## config.mk

```make
export PLATFORM = sky130hd
export DESIGN_NAME = sce_queue
export DESIGN_NICKNAME = d
export VERILOG_FILES = /design/src/rtl/sce_pkg.sv /design/src/rtl/sce_queue.sv
export SDC_FILE = /design/constraint.sdc
export NUM_CORES = 1
export LEC_CHECK = 0
export BUFFER_PORTS_ARGS = -buffer_cell sky130_fd_sc_hd__buf_2
export CORE_ASPECT_RATIO = 0.75
export CORE_MARGIN = 2
export CORE_UTILIZATION = 25
export DETAILED_ROUTE_END_ITERATION = 8
export HOLD_SLACK_MARGIN = 0.03
export PLACE_DENSITY = 0.44
export REMOVE_ABC_BUFFERS = 1
export SLEW_MARGIN = 20
export SYNTH_ARGS = -nofsm -noshare
export SYNTH_HDL_FRONTEND = slang
export SYNTH_SLANG_ARGS = --single-unit
export TNS_END_PERCENT = 30
```

## constraint.sdc

```tcl
create_clock -name i_clk -period 3.29 [get_ports i_clk]
set_input_delay 0.329 -clock i_clk [delete_from_list [all_inputs] [get_ports i_clk]]
set_output_delay 0.329 -clock i_clk [all_outputs]
set_load 0.02 [all_outputs]
```

## src/rtl/sce_pkg.sv

```systemverilog
// ----------------------------------------------------------------------------
// sce_pkg
// Shared widths, constants, register indexes and record types of the spot
// centroid error unit.
// ----------------------------------------------------------------------------
`default_nettype none

package sce_pkg;

    localparam int PIX_W   = 8;
    localparam int FW_W    = 11;
    localparam int TGT_W   = 10;
    localparam int STEP_W  = 16;
    localparam int ROT_W   = 16;
    localparam int CEN_W   = 10;
    localparam int ERR_W   = 22;
    localparam int COUNT_W = 21;
    localparam int SUM_W   = 30;

    localparam logic [COUNT_W-1:0] COUNT_MAX = {COUNT_W{1'b1}};
    localparam logic [SUM_W-1:0]   SUM_MAX   = {SUM_W{1'b1}};
    localparam logic [CEN_W-1:0]   CEN_MAX   = {CEN_W{1'b1}};

    // Register file of the configuration port.
    localparam int REG_AW = 5;
    localparam int IDX_W  = 3;
    localparam logic [IDX_W-1:0] REG_THRESHOLD   = 3'd0;
    localparam logic [IDX_W-1:0] REG_FRAME_WIDTH = 3'd1;
    localparam logic [IDX_W-1:0] REG_TARGET_X    = 3'd2;
    localparam logic [IDX_W-1:0] REG_TARGET_Y    = 3'd3;
    localparam logic [IDX_W-1:0] REG_X_STEPS     = 3'd4;
    localparam logic [IDX_W-1:0] REG_Y_STEPS     = 3'd5;
    localparam logic [IDX_W-1:0] REG_COS         = 3'd6;
    localparam logic [IDX_W-1:0] REG_SIN         = 3'd7;

    localparam logic [PIX_W-1:0]  THRESHOLD_RESET   = 8'd150;
    localparam logic [FW_W-1:0]   FRAME_WIDTH_RESET = 11'd1024;
    localparam logic [STEP_W-1:0] STEPS_RESET       = 16'd256;
    localparam logic [ROT_W-1:0]  COS_RESET         = 16'd16384;
    localparam logic [ROT_W-1:0]  SIN_RESET         = 16'd0;

    localparam int Q_DEPTH = 2;

    typedef struct packed {
        logic [COUNT_W-1:0] count;
        logic [SUM_W-1:0]   column_sum;
        logic [SUM_W-1:0]   row_sum;
    } t_frame_rec;

    typedef struct packed {
        logic [PIX_W-1:0] threshold;
        logic [FW_W-1:0]  frame_width;
    } t_front_cfg;

    typedef struct packed {
        logic [TGT_W-1:0]        target_x;
        logic [TGT_W-1:0]        target_y;
        logic [STEP_W-1:0]       x_steps;
        logic [STEP_W-1:0]       y_steps;
        logic signed [ROT_W-1:0] cos_rot;
        logic signed [ROT_W-1:0] sin_rot;
    } t_back_cfg;

endpackage

`default_nettype wire

```

## src/rtl/sce_queue.sv

```systemverilog
// ----------------------------------------------------------------------------
// sce_queue
// Short register FIFO of frame records between accumulator and solver.
// ----------------------------------------------------------------------------
`default_nettype none

module sce_queue (
    input  logic                i_clk,
    input  logic                i_rst_n,
    input  logic                i_push_valid,
    output logic                o_push_ready,
    input  sce_pkg::t_frame_rec i_push_data,
    output logic                o_pop_valid,
    input  logic                i_pop_ready,
    output sce_pkg::t_frame_rec o_pop_data
);

    localparam int AW = (sce_pkg::Q_DEPTH > 1) ? $clog2(sce_pkg::Q_DEPTH) : 1;
    localparam int NW = $clog2(sce_pkg::Q_DEPTH + 1);

    sce_pkg::t_frame_rec r_mem [sce_pkg::Q_DEPTH];
    logic [AW-1:0] r_wr_ptr;
    logic [AW-1:0] r_rd_ptr;
    logic [NW-1:0] r_fill;

    logic do_push;
    logic do_pop;

    assign o_push_ready = r_fill != NW'(sce_pkg::Q_DEPTH);
    assign o_pop_valid  = r_fill != '0;
    assign o_pop_data   = r_mem[r_rd_ptr];
    assign do_push      = i_push_valid && o_push_ready;
    assign do_pop       = o_pop_valid && i_pop_ready;

    always_ff @(posedge i_clk) begin
        if (!i_rst_n) begin
            r_wr_ptr <= '0;
            r_rd_ptr <= '0;
            r_fill   <= '0;
        end else begin
            if (do_push) begin
                r_wr_ptr <= (r_wr_ptr == AW'(sce_pkg::Q_DEPTH - 1)) ? '0 : r_wr_ptr + AW'(1);
            end
            if (do_pop) begin
                r_rd_ptr <= (r_rd_ptr == AW'(sce_pkg::Q_DEPTH - 1)) ? '0 : r_rd_ptr + AW'(1);
            end
            if (do_push && !do_pop) begin
                r_fill <= r_fill + NW'(1);
            end else if (do_pop && !do_push) begin
                r_fill <= r_fill - NW'(1);
            end
        end
    end

    always_ff @(posedge i_clk) begin
        if (do_push) begin
            r_mem[r_wr_ptr] <= i_push_data;
        end
    end

endmodule

`default_nettype wire

```

# == Word level (Yosys, flattened, before mapping) ==
# Memories as Yosys holds them, arrays and structs flattened. A register that Yosys moved wholly into a read port is not among the register bits.
# Index checks and enable logic that the tools add are counted.
# word_totals
ff_bits,4
ramBits,162
input_bits,85
output_inout_bits,83
word_cells,25
memories,1
# op_classes
addsub,4
eq_ne,1
n_mux,8
n_reduce_logical,8
# mem_list
name,words,word_bits,read_ports,rd_ports_with_merged_regs,write_ports,line_no,source
r_mem,2,81,1,1,1,sce_queue.sv:21,sce_pkg::t_frame_rec r_mem [sce_pkg::Q_DEPTH];
# ops
operator,n
$mux W1,6
$logic_and A1 B1 Y1,4
$mux W2,2
$reduce_bool A2 Y1,2
$add A1 B1 Y1 const B,2
$add A2 B1 Y2 const B,1
$logic_not A1 Y1,2
$ne A2 B2 Y1 const B,1
$sub A2 B1 Y2 const B,1

# == Depth between registers and ports, before layout ==
# depth
word_depth,6
mapped_depth,6
ltp_nobuf,6

# == Worst setup path before layout ==
# Ideal clock, no wire load.
# synth_path
kind,flip-flop to flip-flop
from,reg r_fill[0]
to,"mem r_mem[1][0] (netlist name), enable pin"
t_arrival_ns,2.541
slack_ns,0.301
stages_incl_launch_ff,3
period_less_slack_ns,2.989
path_cell_list,dfxtp_1 > nand2b_4 > and3_1
# synth_between
elab_chain_len,4
# synth_rtl
element,line_no,source
"start, declared",sce_queue.sv:24,logic [NW-1:0] r_fill;
"start signal, assigned",sce_queue.sv:48,r_fill <= r_fill + NW'(1);
"start signal, assigned",sce_queue.sv:50,r_fill <= r_fill - NW'(1);
$ne A2 B2 Y1,sce_queue.sv:29,assign o_push_ready = r_fill != NW'(sce_pkg::Q_DEPTH);
named net o_push_ready,sce_queue.sv:11,"output logic o_push_ready,"
$logic_and A1 B1 Y1,sce_queue.sv:32,assign do_push = i_push_valid && o_push_ready;
$mux W1,sce_queue.sv:56,if (do_push) begin
$mux W1 (not written as such),sce_queue.sv:57,r_mem[r_wr_ptr] <= i_push_data;
"end, declared",sce_queue.sv:21,
# The timed path passes the listed nets, and every way through them passes these cells.

==> results.sh <==
export IMPL_grt_use_total_pct=9.857
export IMPL_grt_setup_unrepaired="false"
export IMPL_critPathTopFamily="flip-flops"
export IMPL_cp_data_arrival_time_ns=2.09
export IMPL_holdBufCountCts=0
export IMPL_htree_levels=4
export IMPL_area_growth_pct=29.32
export IMPL_crit_path_top_delay_cell="dfxtp_4"
export IMPL_ys_async_sr_fraction_pct=0
export IMPL_setup_viol=0
export IMPL_synth_seq_cells=167
export IMPL_synthFlopType="edfxtp_1"
export IMPL_viasPerCell=4.004
export IMPL_timing_critical_path_slowest_cell_delay_ns=0.76
export IMPL_finalHoldViolCount=0
export IMPL_rows=49
export IMPL_clockBufferDepth=2
export IMPL_status="finished, final reports clean"
export IMPL_die_area_sq_um=25610
export IMPL_cellLeakagePower_nw=2.859
export IMPL_grt_ovfl_total=0
export IMPL_postRouteAntennaNets=0
export IMPL_hold_class="input port to flip-flop"
export IMPL_drt_total_wl_microns=12430
export IMPL_cts_tree="built"
export IMPL_core_area_sq_um=23910
export IMPL_ios=168
export IMPL_grt_pass1_wl_microns=18580
export IMPL_power_mw=6.300
export IMPL_period_share_pct=73.49
export IMPL_syn_avg_cell_area_sq_um=22.05
export IMPL_grt_max_degree=46
export IMPL_wl_per_cell_microns=16.00
export IMPL_criticalPathCategory="flip-flop to primary output"
export IMPL_whs_path_depth=1
export IMPL_maxSlewHeadroom_pct=55.45
export IMPL_post_route_drc_count=0
export IMPL_fin_util_pct=32.91
export IMPL_ys_seq_area_share_pct=81.60
export IMPL_path_cells="buf_12, mux2_2, buf_2"
export IMPL_drive_above_1_share_pct=60.64
export IMPL_dieWidth_microns=184.1
export IMPL_grt_pass1_vias=3291
export IMPL_drv_cap=0
export IMPL_cts_buffers=17
export IMPL_fin_worst_skew_ns=0.009077
export IMPL_clkTransAtPathRegs_ns=0.07
export IMPL_cp_max_fo=45
export IMPL_timing_rr_start="r_fill[0]"
export IMPL_preCtsSetupSlack_ns=1.251
export IMPL_postCtsSetupBuffers=0
export IMPL_fmax_mhz=413.6
export IMPL_drtPass1Iterations=4
export IMPL_worstPathRequired_ns=2.96
export IMPL_power_density_nw_per_um2=800.6
export IMPL_vdd_drop_max_v=0.0003836
export IMPL_r2r_slack_ns=1.41
export IMPL_chipHeight_microns=139.1
export IMPL_yosys_warnings=0
export IMPL_syn_area_sq_um=6085
export IMPL_setup_ws_ns=0.8720
export IMPL_clock_sinks=167
export IMPL_maxSlewViolCount=0
export IMPL_dp_hpwl_microns=8090
export IMPL_start_util_pct=25.45
export IMPL_n_fill_cell=2370
export IMPL_worstPathBufferInverterCount=2
export IMPL_ys_types=20
export IMPL_clock_latency_ns=0.42
export IMPL_antenna_found_initial=2
export IMPL_clockRootBuffer="clkbuf_16"
export IMPL_cts_resized=0
export IMPL_end_kind="primary output"
export IMPL_period_needed_ns=2.418
export IMPL_vias=3111
export IMPL_nNetsFinal=543
export IMPL_hp_start="i_push_data[29]"
export IMPL_synth_edf_count=162
export IMPL_detail_route_iter0_violations=161
export IMPL_fin_tns_setup_ns=0
export IMPL_place_gp_congestion=0.7028
export IMPL_synthCells=276
export IMPL_crit_cells=3
export IMPL_crit_path_start_kind="flip-flop"
export IMPL_rr_worst_depth=3
export IMPL_port_buffer_count=167
export IMPL_tightest_slew_ns=0.6683
## cell usage in the layout, fill, tap and decap left out, drive strengths merged
cell type / n
a21bo: 1
a21boi: 2
and2: 4
and3: 1
buf: 171
bufinv: 2
clkbuf: 18
clkinv: 9
clkinvlp: 3
dfxtp: 5
diode: 1
edfxtp: 162
ha: 1
inv: 1
mux2: 81
nand2b: 1
nand3b: 1
o21ai: 2
or2: 1
or3: 1
xnor2: 2
xor2: 1
## metrics by stage
stage                     hold WS [ns]  cell area [sq um]  std cells
final                          0.09316               7869        777
after global routing           0.05958               7866        776
after CTS                      0.06226               7866        776
after detailed placement        0.5218               7303        744
after global placement          0.5177               7303        744
after floorplan                 0.4279               6020        267
## final cells by class
type / instances / area, sq um / share of cell area (%)
flip-flops and latches: 167 / 4969 / 63.14
multi-input cells: 99 / 1056 / 13.42
repair buffers: 171 / 890.9 / 11.32
clock buffers: 18 / 429.2 / 5.454
well taps: 306 / 382.9 / 4.866
clock inverters: 14 / 133.9 / 1.701
inverters: 1 / 5.005 / 0.06360
diodes: 1 / 2.502 / 0.03180
## per-layer routing
metal	routed length (microns)	GRT usage, %	vias up
li1	-	-	1459
met1	5482	12.15	1513
met2	5530	14.40	122
met3	1274	5.672	15
met4	131	3.411	2
met5	13	0	-
## worst register-to-register path: cells and delay by family (launching register included)
kind / cells / cell delay, ns
flops: 1 / 0.42
buf+inv: 1 / 0.35
simple gates: 2 / 0.75
## synthesized netlist by cell type (2+ instances only)
library cell / instances / share of area, %
mux2_2: 81 / 15
edfxtp_1: 162 / 80
xnor2_1: 2 / 0.29
buf_4: 8 / 0.99
and2_1: 4 / 0.41
dfxtp_1: 5 / 1.6
## worst paths after layout
path | endpoint
hold / removal | r_mem[1][29]
setup / recovery | o_pop_data[5]
hold reg to reg | r_fill[1]
setup reg to reg | r_mem[1][62]
## cells by family (layout without fill, tap and decap cells)
group                    Yosys count  in the layout  synth area share (%)
AO/OA/AOI/OAI                      5              5                0.5757
multiplexers                      81             81                 14.99
adder cells (fa/ha/maj)            1              1                0.2056
other                              0              1                     0
flip-flops                       167            167                 81.60
XOR/XNOR                           3              3                0.4319
AND/OR/NAND/NOR                    9              9                 1.069
buffers and inverters             10            204                 1.131
## state kept, by name (all words and copies together) (netlist names), named ones only
name      flops
r_mem       162
r_wr_ptr      1
r_rd_ptr      1
r_fill        2
## power by group
group	internal (mW)	total, mW	switching [mW]
Sequential	2.66	2.81	0.145
Combinational	0.659	1.58	0.918
Clock	1.11	1.92	0.810
Total	4.43	6.30	1.87
Note: power is estimated with default switching activity, not from simulation.
