`src/rtl/sce_pkg.sv`:
```
// ----------------------------------------------------------------------------
// sce_pkg
// Shared widths, constants, register indexes and record types of the spot
// centroid error unit.
// ----------------------------------------------------------------------------
`default_nettype none

package sce_pkg;

    localparam int PIX_W   = 8;
    localparam int FW_W    = 11;
    localparam int TGT_W   = 10;
    localparam int STEP_W  = 16;
    localparam int ROT_W   = 16;
    localparam int CEN_W   = 10;
    localparam int ERR_W   = 22;
    localparam int COUNT_W = 21;
    localparam int SUM_W   = 30;

    localparam logic [COUNT_W-1:0] COUNT_MAX = {COUNT_W{1'b1}};
    localparam logic [SUM_W-1:0]   SUM_MAX   = {SUM_W{1'b1}};
    localparam logic [CEN_W-1:0]   CEN_MAX   = {CEN_W{1'b1}};

    // Register file of the configuration port.
    localparam int REG_AW = 5;
    localparam int IDX_W  = 3;
    localparam logic [IDX_W-1:0] REG_THRESHOLD   = 3'd0;
    localparam logic [IDX_W-1:0] REG_FRAME_WIDTH = 3'd1;
    localparam logic [IDX_W-1:0] REG_TARGET_X    = 3'd2;
    localparam logic [IDX_W-1:0] REG_TARGET_Y    = 3'd3;
    localparam logic [IDX_W-1:0] REG_X_STEPS     = 3'd4;
    localparam logic [IDX_W-1:0] REG_Y_STEPS     = 3'd5;
    localparam logic [IDX_W-1:0] REG_COS         = 3'd6;
    localparam logic [IDX_W-1:0] REG_SIN         = 3'd7;

    localparam logic [PIX_W-1:0]  THRESHOLD_RESET   = 8'd150;
    localparam logic [FW_W-1:0]   FRAME_WIDTH_RESET = 11'd1024;
    localparam logic [STEP_W-1:0] STEPS_RESET       = 16'd256;
    localparam logic [ROT_W-1:0]  COS_RESET         = 16'd16384;
    localparam logic [ROT_W-1:0]  SIN_RESET         = 16'd0;

    localparam int Q_DEPTH = 2;

    typedef struct packed {
        logic [COUNT_W-1:0] count;
        logic [SUM_W-1:0]   column_sum;
        logic [SUM_W-1:0]   row_sum;
    } t_frame_rec;

    typedef struct packed {
        logic [PIX_W-1:0] threshold;
        logic [FW_W-1:0]  frame_width;
    } t_front_cfg;

    typedef struct packed {
        logic [TGT_W-1:0]        target_x;
        logic [TGT_W-1:0]        target_y;
        logic [STEP_W-1:0]       x_steps;
        logic [STEP_W-1:0]       y_steps;
        logic signed [ROT_W-1:0] cos_rot;
        logic signed [ROT_W-1:0] sin_rot;
    } t_back_cfg;

endpackage

`default_nettype wire

```
`src/rtl/sce_if.sv`:
```
// ----------------------------------------------------------------------------
// sce_if
// Valid/ready stream interfaces for pixel input and result output.
// ----------------------------------------------------------------------------
`default_nettype none

interface sce_pix_if;
    logic                        valid;
    logic                        ready;
    logic [sce_pkg::PIX_W-1:0]   pixel;
    logic                        last_of_frame;

    modport source (output valid, output pixel, output last_of_frame, input ready);
    modport sink   (input valid, input pixel, input last_of_frame, output ready);
endinterface


`default_nettype wire

```
`src/rtl/sce_front.sv`:
```
// ----------------------------------------------------------------------------
// sce_front
// Pixel accumulator: tracks raster position, counts spot pixels and sums
// their coordinates, and pushes one frame record on the last pixel.
// ----------------------------------------------------------------------------
`default_nettype none

module sce_front #(
    parameter int MAX_WIDTH  = 1024,
    parameter int MAX_HEIGHT = 1024
) (
    input  logic                i_clk,
    input  logic                i_rst_n,
    input  sce_pkg::t_front_cfg i_cfg,
    sce_pix_if.sink             i_pix,
    output logic                o_push_valid,
    input  logic                i_push_ready,
    output sce_pkg::t_frame_rec o_push_data
);

    localparam int CW  = $clog2(MAX_WIDTH);
    localparam int RW  = $clog2(MAX_HEIGHT);
    localparam int WW  = $clog2(MAX_WIDTH + 1);
    localparam int EW  = (WW > sce_pkg::FW_W) ? WW : sce_pkg::FW_W;
    localparam int SW1 = sce_pkg::SUM_W + 1;

    logic [CW-1:0]               r_column;
    logic [RW-1:0]               r_row;
    logic [sce_pkg::COUNT_W-1:0] r_count;
    logic [sce_pkg::SUM_W-1:0]   r_csum;
    logic [sce_pkg::SUM_W-1:0]   r_rsum;

    logic [CW-1:0]               n_column;
    logic [RW-1:0]               n_row;
    logic [sce_pkg::COUNT_W-1:0] n_count;
    logic [sce_pkg::SUM_W-1:0]   n_csum;
    logic [sce_pkg::SUM_W-1:0]   n_rsum;

    logic          accept;
    logic          is_spot;
    logic [EW-1:0] fw_ext;
    logic [EW-1:0] w_eff;
    logic [EW-1:0] col_inc;
    logic [SW1-1:0] csum_add;
    logic [SW1-1:0] rsum_add;

    assign i_pix.ready = i_push_ready;
    assign accept      = i_pix.valid && i_push_ready;
    assign is_spot     = i_pix.pixel >= i_cfg.threshold;

    always_comb begin
        fw_ext   = EW'(i_cfg.frame_width);
        w_eff    = ((fw_ext == '0) || (fw_ext > EW'(MAX_WIDTH))) ? EW'(MAX_WIDTH) : fw_ext;
        col_inc  = EW'(r_column) + EW'(1);
        csum_add = {1'b0, r_csum} + SW1'(r_column);
        rsum_add = {1'b0, r_rsum} + SW1'(r_row);

        n_count = r_count;
        n_csum  = r_csum;
        n_rsum  = r_rsum;
        if (is_spot) begin
            if (r_count != sce_pkg::COUNT_MAX) begin
                n_count = r_count + sce_pkg::COUNT_W'(1);
            end
            n_csum = (csum_add > SW1'(sce_pkg::SUM_MAX)) ? sce_pkg::SUM_MAX
                                                        : csum_add[sce_pkg::SUM_W-1:0];
            n_rsum = (rsum_add > SW1'(sce_pkg::SUM_MAX)) ? sce_pkg::SUM_MAX
                                                        : rsum_add[sce_pkg::SUM_W-1:0];
        end

        if (col_inc >= w_eff) begin
            n_column = '0;
            n_row    = (r_row < RW'(MAX_HEIGHT - 1)) ? r_row + RW'(1) : r_row;
        end else begin
            n_column = col_inc[CW-1:0];
            n_row    = r_row;
        end
    end

    assign o_push_valid           = accept && i_pix.last_of_frame;
    assign o_push_data.count      = n_count;
    assign o_push_data.column_sum = n_csum;
    assign o_push_data.row_sum    = n_rsum;

    always_ff @(posedge i_clk) begin
        if (!i_rst_n) begin
            r_column <= '0;
            r_row    <= '0;
            r_count  <= '0;
            r_csum   <= '0;
            r_rsum   <= '0;
        end else if (accept) begin
            if (i_pix.last_of_frame) begin
                r_column <= '0;
                r_row    <= '0;
                r_count  <= '0;
                r_csum   <= '0;
                r_rsum   <= '0;
            end else begin
                r_column <= n_column;
                r_row    <= n_row;
                r_count  <= n_count;
                r_csum   <= n_csum;
                r_rsum   <= n_rsum;
            end
        end
    end

endmodule

`default_nettype wire

```
`src/flat_wrapper.sv`:
```
// flat-port wrapper written by rule: the top's interface ports become plain ports
module sce_front_flat 
#(
    parameter int MAX_WIDTH  = 1024,
    parameter int MAX_HEIGHT = 1024
)
  (i_clk, i_rst_n, i_cfg, o_push_valid, i_push_ready, o_push_data, i_pix_valid, i_pix_pixel, i_pix_last_of_frame, i_pix_ready);
  sce_pix_if i_pix_i ();
  input  logic i_clk;
  input  logic i_rst_n;
  input  sce_pkg::t_front_cfg i_cfg;
  output logic o_push_valid;
  input  logic i_push_ready;
  output sce_pkg::t_frame_rec o_push_data;
  input wire logic [$bits(i_pix_i.valid)-1:0] i_pix_valid;
  input wire logic [$bits(i_pix_i.pixel)-1:0] i_pix_pixel;
  input wire logic [$bits(i_pix_i.last_of_frame)-1:0] i_pix_last_of_frame;
  output wire logic [$bits(i_pix_i.ready)-1:0] i_pix_ready;
  assign i_pix_i.valid = i_pix_valid;
  assign i_pix_i.pixel = i_pix_pixel;
  assign i_pix_i.last_of_frame = i_pix_last_of_frame;
  assign i_pix_ready = i_pix_i.ready;
  sce_front #(.MAX_WIDTH(MAX_WIDTH), .MAX_HEIGHT(MAX_HEIGHT)) u_core (.i_clk(i_clk), .i_rst_n(i_rst_n), .i_cfg(i_cfg), .i_pix(i_pix_i), .o_push_valid(o_push_valid), .i_push_ready(i_push_ready), .o_push_data(o_push_data));
endmodule
```
`config.mk`:
```
export PLATFORM = sky130hd
export DESIGN_NAME = sce_front_flat
export DESIGN_NICKNAME = d
export VERILOG_FILES = /design/src/rtl/sce_pkg.sv /design/src/rtl/sce_if.sv /design/src/rtl/sce_front.sv /design/src/flat_wrapper.sv
export SDC_FILE = /design/constraint.sdc
export NUM_CORES = 1
export LEC_CHECK = 0
export BUFFER_PORTS_ARGS = -buffer_cell sky130_fd_sc_hd__buf_4
export CAP_MARGIN = 20
export CORE_ASPECT_RATIO = 1.4
export CORE_UTILIZATION = 48
export CTS_CLUSTER_DIAMETER = 60
export DETAILED_ROUTE_END_ITERATION = 12
export PLACE_DENSITY = 0.7
export SLEW_MARGIN = 20
export SYNTH_ARGS = -nofsm -noshare
export SYNTH_HDL_FRONTEND = slang
export SYNTH_SLANG_ARGS = --single-unit
```
`constraint.sdc`:
```
create_clock -name i_clk -period 3.83 [get_ports i_clk]
set_input_delay 0.766 -clock i_clk [delete_from_list [all_inputs] [get_ports i_clk]]
set_output_delay 0.766 -clock i_clk [all_outputs]
set_load 0.03 [all_outputs]
```
### After elaboration in Yosys (flattened, before gate mapping)

Index checks and enable logic that the tools add are counted.

* register bits after elaboration: 101
* input port bits: 32
* output and inout bits: 83

* add/sub/neg operators: 5
* magnitude comparators: 6
* equality and inequality tests: 1
* muxes and demuxes: 15
* reduce and logical (&&, ||, !) cells: 7

Operator list (number)
* $mux 30: 6
* $mux 21: 3
* $add 30x10->31: 2
* $gt 31x30->1 const B: 2
* $mux 10: 5
* $add 21x1->21 const B: 1
* $ne 21x21->1 const B: 1
* $add 10x1->11 const B: 1
* $ge 11x11->1: 1
* $gt 11x11->1 const B: 1
* $logic_not 11->1: 1
* $mux 11: 1
* $add 10x1->10 const B: 1
* $lt 10x10->1 const B: 1
* $ge 8x8->1: 1
* $reduce_bool 2->1: 2
* $reduce_and 3->1: 1
* $logic_and 1x1->1: 2
* $logic_or 1x1->1: 1

### Depth between registers and ports, before layout

* depth after elaboration: 6
* gate-level depth with buffers: 14
* mapped depth without buffers: 13

### Least setup slack after synthesis

OpenSTA, ideal clock, no wires.

* path type: input -> output
* start: input port i_pix_pixel[0]
* end: output port o_push_data[1] in the netlist's numbering
* arrival time: 3112 ps
* data required time: 3064 ps
* path slack: -48 ps
* stages: 10
* buffers on the path: 3
* path through: inv_1 ha_1 nand2b_1 a2111oi_2 a2111oi_4 or2_1 buf_2 buf_1 buf_2 a31oi_1

RTL lines
* start, declared: line flat_wrapper.sv:16 `input wire logic [$bits(i_pix_i.pixel)-1:0] i_pix_pixel;`
* end, declared: line flat_wrapper.sv:14 `output sce_pkg::t_frame_rec o_push_data;`

==> results by group <==
Run status
  – Status: finished, final reports clean

Yosys
  – Post-synthesis register bit count: 101
  – Number of synthesized flops with an enable pin: 0
  – Mapped Cells: 1012
  – Synthesized net count: ~1100
  – Synth area leaders: dfxtp_1 27%, ha_1 6.9%, nand2_1 5.3%, nor2_1 5.1%, o21ai_0 5.0%
  – Synth warnings: 0
  – Leading area contributor after synthesis: dfxtp_1
  – Syn Area/Cell: between 7 and 8 sq um
  – Synth Flop Type: dfxtp_1
  – Seq/Total Area, Yosys: 26.5%
  – Synth Cell Area: 0.00763 sq mm
  – Unique cell type count in the Yosys netlist: 84
  – Ys async rst share: 0%
  – Synth top area share: roughly a quarter

Layout
  – Commonest non-fill, non-tap cells in the layout: 177 x buf_4, 105 x nand2_1, 98 x nor2_1
  – NumNets Final: around 1200
  – Commonest non-fill, non-tap cell in the layout: buf_4
  – Antenna Cells: 0
  – Area grow syn2layout: 28.0%
  – Layout cells sized above 1: 25.3%
  – Design Area, Final: 0.00977 sq mm
  – # fillers: roughly 1400
  – Non-filler instance count after layout: roughly 1400
  – Core Util, Final: between 60% and 70%

Critical path
  – Reg-to-reg critical path endpoint: u_core.r_row[7]
  – CP Max Fanout: 9
  – Setup crit end: o_push_data[47]
  – R2R Setup Slk: 420 ps
  – Cell chain of the critical path: ha_2, o211ai_1, o211ai_1, a41o_1, nand2_2, buf_4, nor2_1, o21ai_0, a21oi_1, buf_4
  – Worst Setup SP: u_core.r_column[3]
  – Crit path depth: 10
  – R2r startpoint: u_core.r_column[0]
  – Buf/Inv on CP: 2
  – Critical-path top delay cell: ha_2
  – Startpoint types: register
  – Cell count of the worst reg-to-reg path: 14
  – Crit. End Element: output port
  – Delay-heaviest family, CP: compound AO/OA/AOI/OAI gates
  – Max incr delay on CP: 410 ps
  – Critical Path AT: about 3000 ps
  – WS Path Type: register to output port
  – Crit path required time: around 3100 ps

Floorplan
  – Die area: ~0.016 sq mm
  – I/O Pins: 115
  – Core area: 0.0155 sq mm
  – Initial core utilization: 49.1%
  – Cell Rows: 54
  – Die H: approximately 150 um
  – Chip width: roughly 110 um

Power
  – Combinational power share: approximately a fifth
  – Pint: approximately 1.8 mW
  – Share of power burned in registers: between 40 and 50%
  – P_leak: between 4 and 5 nW
  – Switch share: between 20% and 30%
  – Clock power frac: 39.2%
  – Switching pwr: between 0.7 and 0.8 mW
  – Maximum vdd drop: approximately 0.16 mV
  – PD cells: roughly 270 mW/mm^2

Clocking
  – Number of buffers created by CTS: 9
  – CTS tree: done
  – Clock Latency Late Sink: 360 ps
  – Hold_buf cts: 0
  – CTS Sinks: between 100 and 150
  – Maximum clock path buffer count: 2
  – H-tree Lvls: 3
  – Root Buffer: clkbuf_16
  – Clk slew on worst S/H paths: 70 ps

STA
  – Fin. Hold Viols: 0
  – Slew Limit Headroom: 44.8%
  – Endpoints failing setup: 0
  – Fin crit period: 3770 ps
  – Skew final: around 6.3 ps
  – Max frequency: roughly 270 MHz
  – Final period utilization: slightly below 100%
  – RSZ-0062 raised after global routing: yes
  – Final slew viol count: 0
  – Slew @ Worst Pin: between 800 and 900 ps

Global route
  – Pin count of the biggest net entering global routing: 32
  – Global-route wire length before repair: ~37000 um
  – Antenna violations before repair: 0
  – Vias in the first global route: 7580
  – GRT Total Usage: 29.0%
  – Remaining global-route overflow: 0

Routing
  – Total wire length: approximately 24000 um
  – Routed vias: between 8000 and 9000
  – Vias per cell: slightly above 6
  – DRC Markers: 0
  – DR WL/cell: approximately 18 um
  – Post-route ant nets: 0
  – Initial drt markers: 478
  – 1st-pass router iterations: 5

Place
  – Input/output buffers: between 100 and 150
  – Post-DP Area: 0.00902 sq mm
  – Detailed Place HPWL: around 17000 um
  – Placed cell count: about 1300
  – Routability Congestion: roughly 0.91

Hold path
  – Hold Crit Class: register to register

Flow run
  – Max cap viols: 0
==> power groups by stage <==
stage | clock network, mW | registers (mW) | logic (mW)
3_5_place_dp | 0 | 1.09 | 0.455
2_1_floorplan | 0 | 1.09 | 0.263
5_1_grt | 1.06 | 1.07 | 0.540
3_3_place_gp | 0 | 1.09 | 0.449
4_1_cts | 1.02 | 1.07 | 0.461
6_report | 1.02 | 1.07 | 0.507
==> stage by stage <==
step | total power [mW] | setup TNS [ps] | worst slack (ps) | hold slack (ps)
floorplan | 1.35 | -96.2 | -48.1 | 450
global placement | 1.54 | -64.4 | -40.6 | 472
CTS | 2.55 | -28.8 | -28.8 | 482
global route | 2.67 | -129 | -38.5 | 507
detailed placement | 1.55 | -124 | -63.4 | 470
finish | 2.59 | 0 | 63.5 | 484
==> cell usage after synthesis, types with 9 or more instances <==
library cell  count
o21a_1           11
a211oi_1         15
nor4_1           18
and4_1            9
ha_1             42
xnor2_1          41
inv_1            27
nand2b_1         17
buf_2            16
clkbuf_1         33
and3_1           16
nor2_1          104
o31ai_1          12
nor3_1           34
nand3_1          49
a21oi_1          58
o21ai_0          76
nand2_1         107
xor2_1           17
a311oi_1          9
a31oi_1          29
dfxtp_1         101
and2_1           11
==> kinds of logic (layout without fill, tap and decap cells) <==
kind of cell	count (synthesis)	after routing	share of synthesized area, %
flip-flops	101	101	26.5
multiplexers	9	9	1.26
adder cells (fa/ha/maj)	44	44	7.41
AND/OR/NAND/NOR	420	421	27.5
XOR/XNOR	58	58	6.66
AO/OA/AOI/OAI	296	296	26.0
buffers and inverters	84	231	4.66
==> routing by layer <==
metal | global-route usage, % | part of all wire (%)
met1 | 33.8 | 40
met2 | 51.5 | 50
met3 | 3.14 | 6.4
met4 | 15.1 | 3.5
met5 | 0 | 0
==> sequential cells by signal, indices dropped and copies added (netlist names) <==
| name | flops |
|---|---|
| u_core.r_csum | 30 |
| u_core.r_column | 10 |
| u_core.r_count | 21 |
| u_core.r_rsum | 30 |
| u_core.r_row | 10 |
==> worst min-delay path by stage <==
stage / from / endpoint / slack [ps] / depth (start not counted)
6_report: u_core.r_rsum[3] / u_core.r_rsum[3] / 480 / 2
5_1_grt: u_core.r_row[0] / u_core.r_row[0] / 510 / 1
4_1_cts: u_core.r_rsum[3] / u_core.r_rsum[3] / 480 / 2
3_5_place_dp: u_core.r_rsum[3] / u_core.r_rsum[3] / 470 / 2
3_3_place_gp: u_core.r_rsum[6] / u_core.r_rsum[6] / 470 / 2
2_1_floorplan: u_core.r_rsum[3] / u_core.r_rsum[3] / 450 / 2
==> final cells by class <==
type	instances	area [sq um]	share of cell area [%]
flip-flops and latches	101	2030	20.8
inverters	27	101	1.04
clock inverters	4	72.6	0.743
well taps	196	245	2.51
multi-input cells	828	5520	56.5
clock buffers	11	243	2.48
repair buffers	189	1550	15.9
==> tightest hold or removal path: cells and delay by family, from the launching register on <==
kind / cells / cell delay [ps]
flops: 1 / 330
compound gates: 1 / 50
simple gates: 1 / 60
==> what timing repair did <==
item	in CTS	in global routing
hold endpoints to repair	0	0
gates resized for setup	16	56
setup endpoints to repair	51	60
cloned	1	2
setup buffers	2	12
pin swaps	2	14
Note: power is estimated with default switching activity, not from simulation.
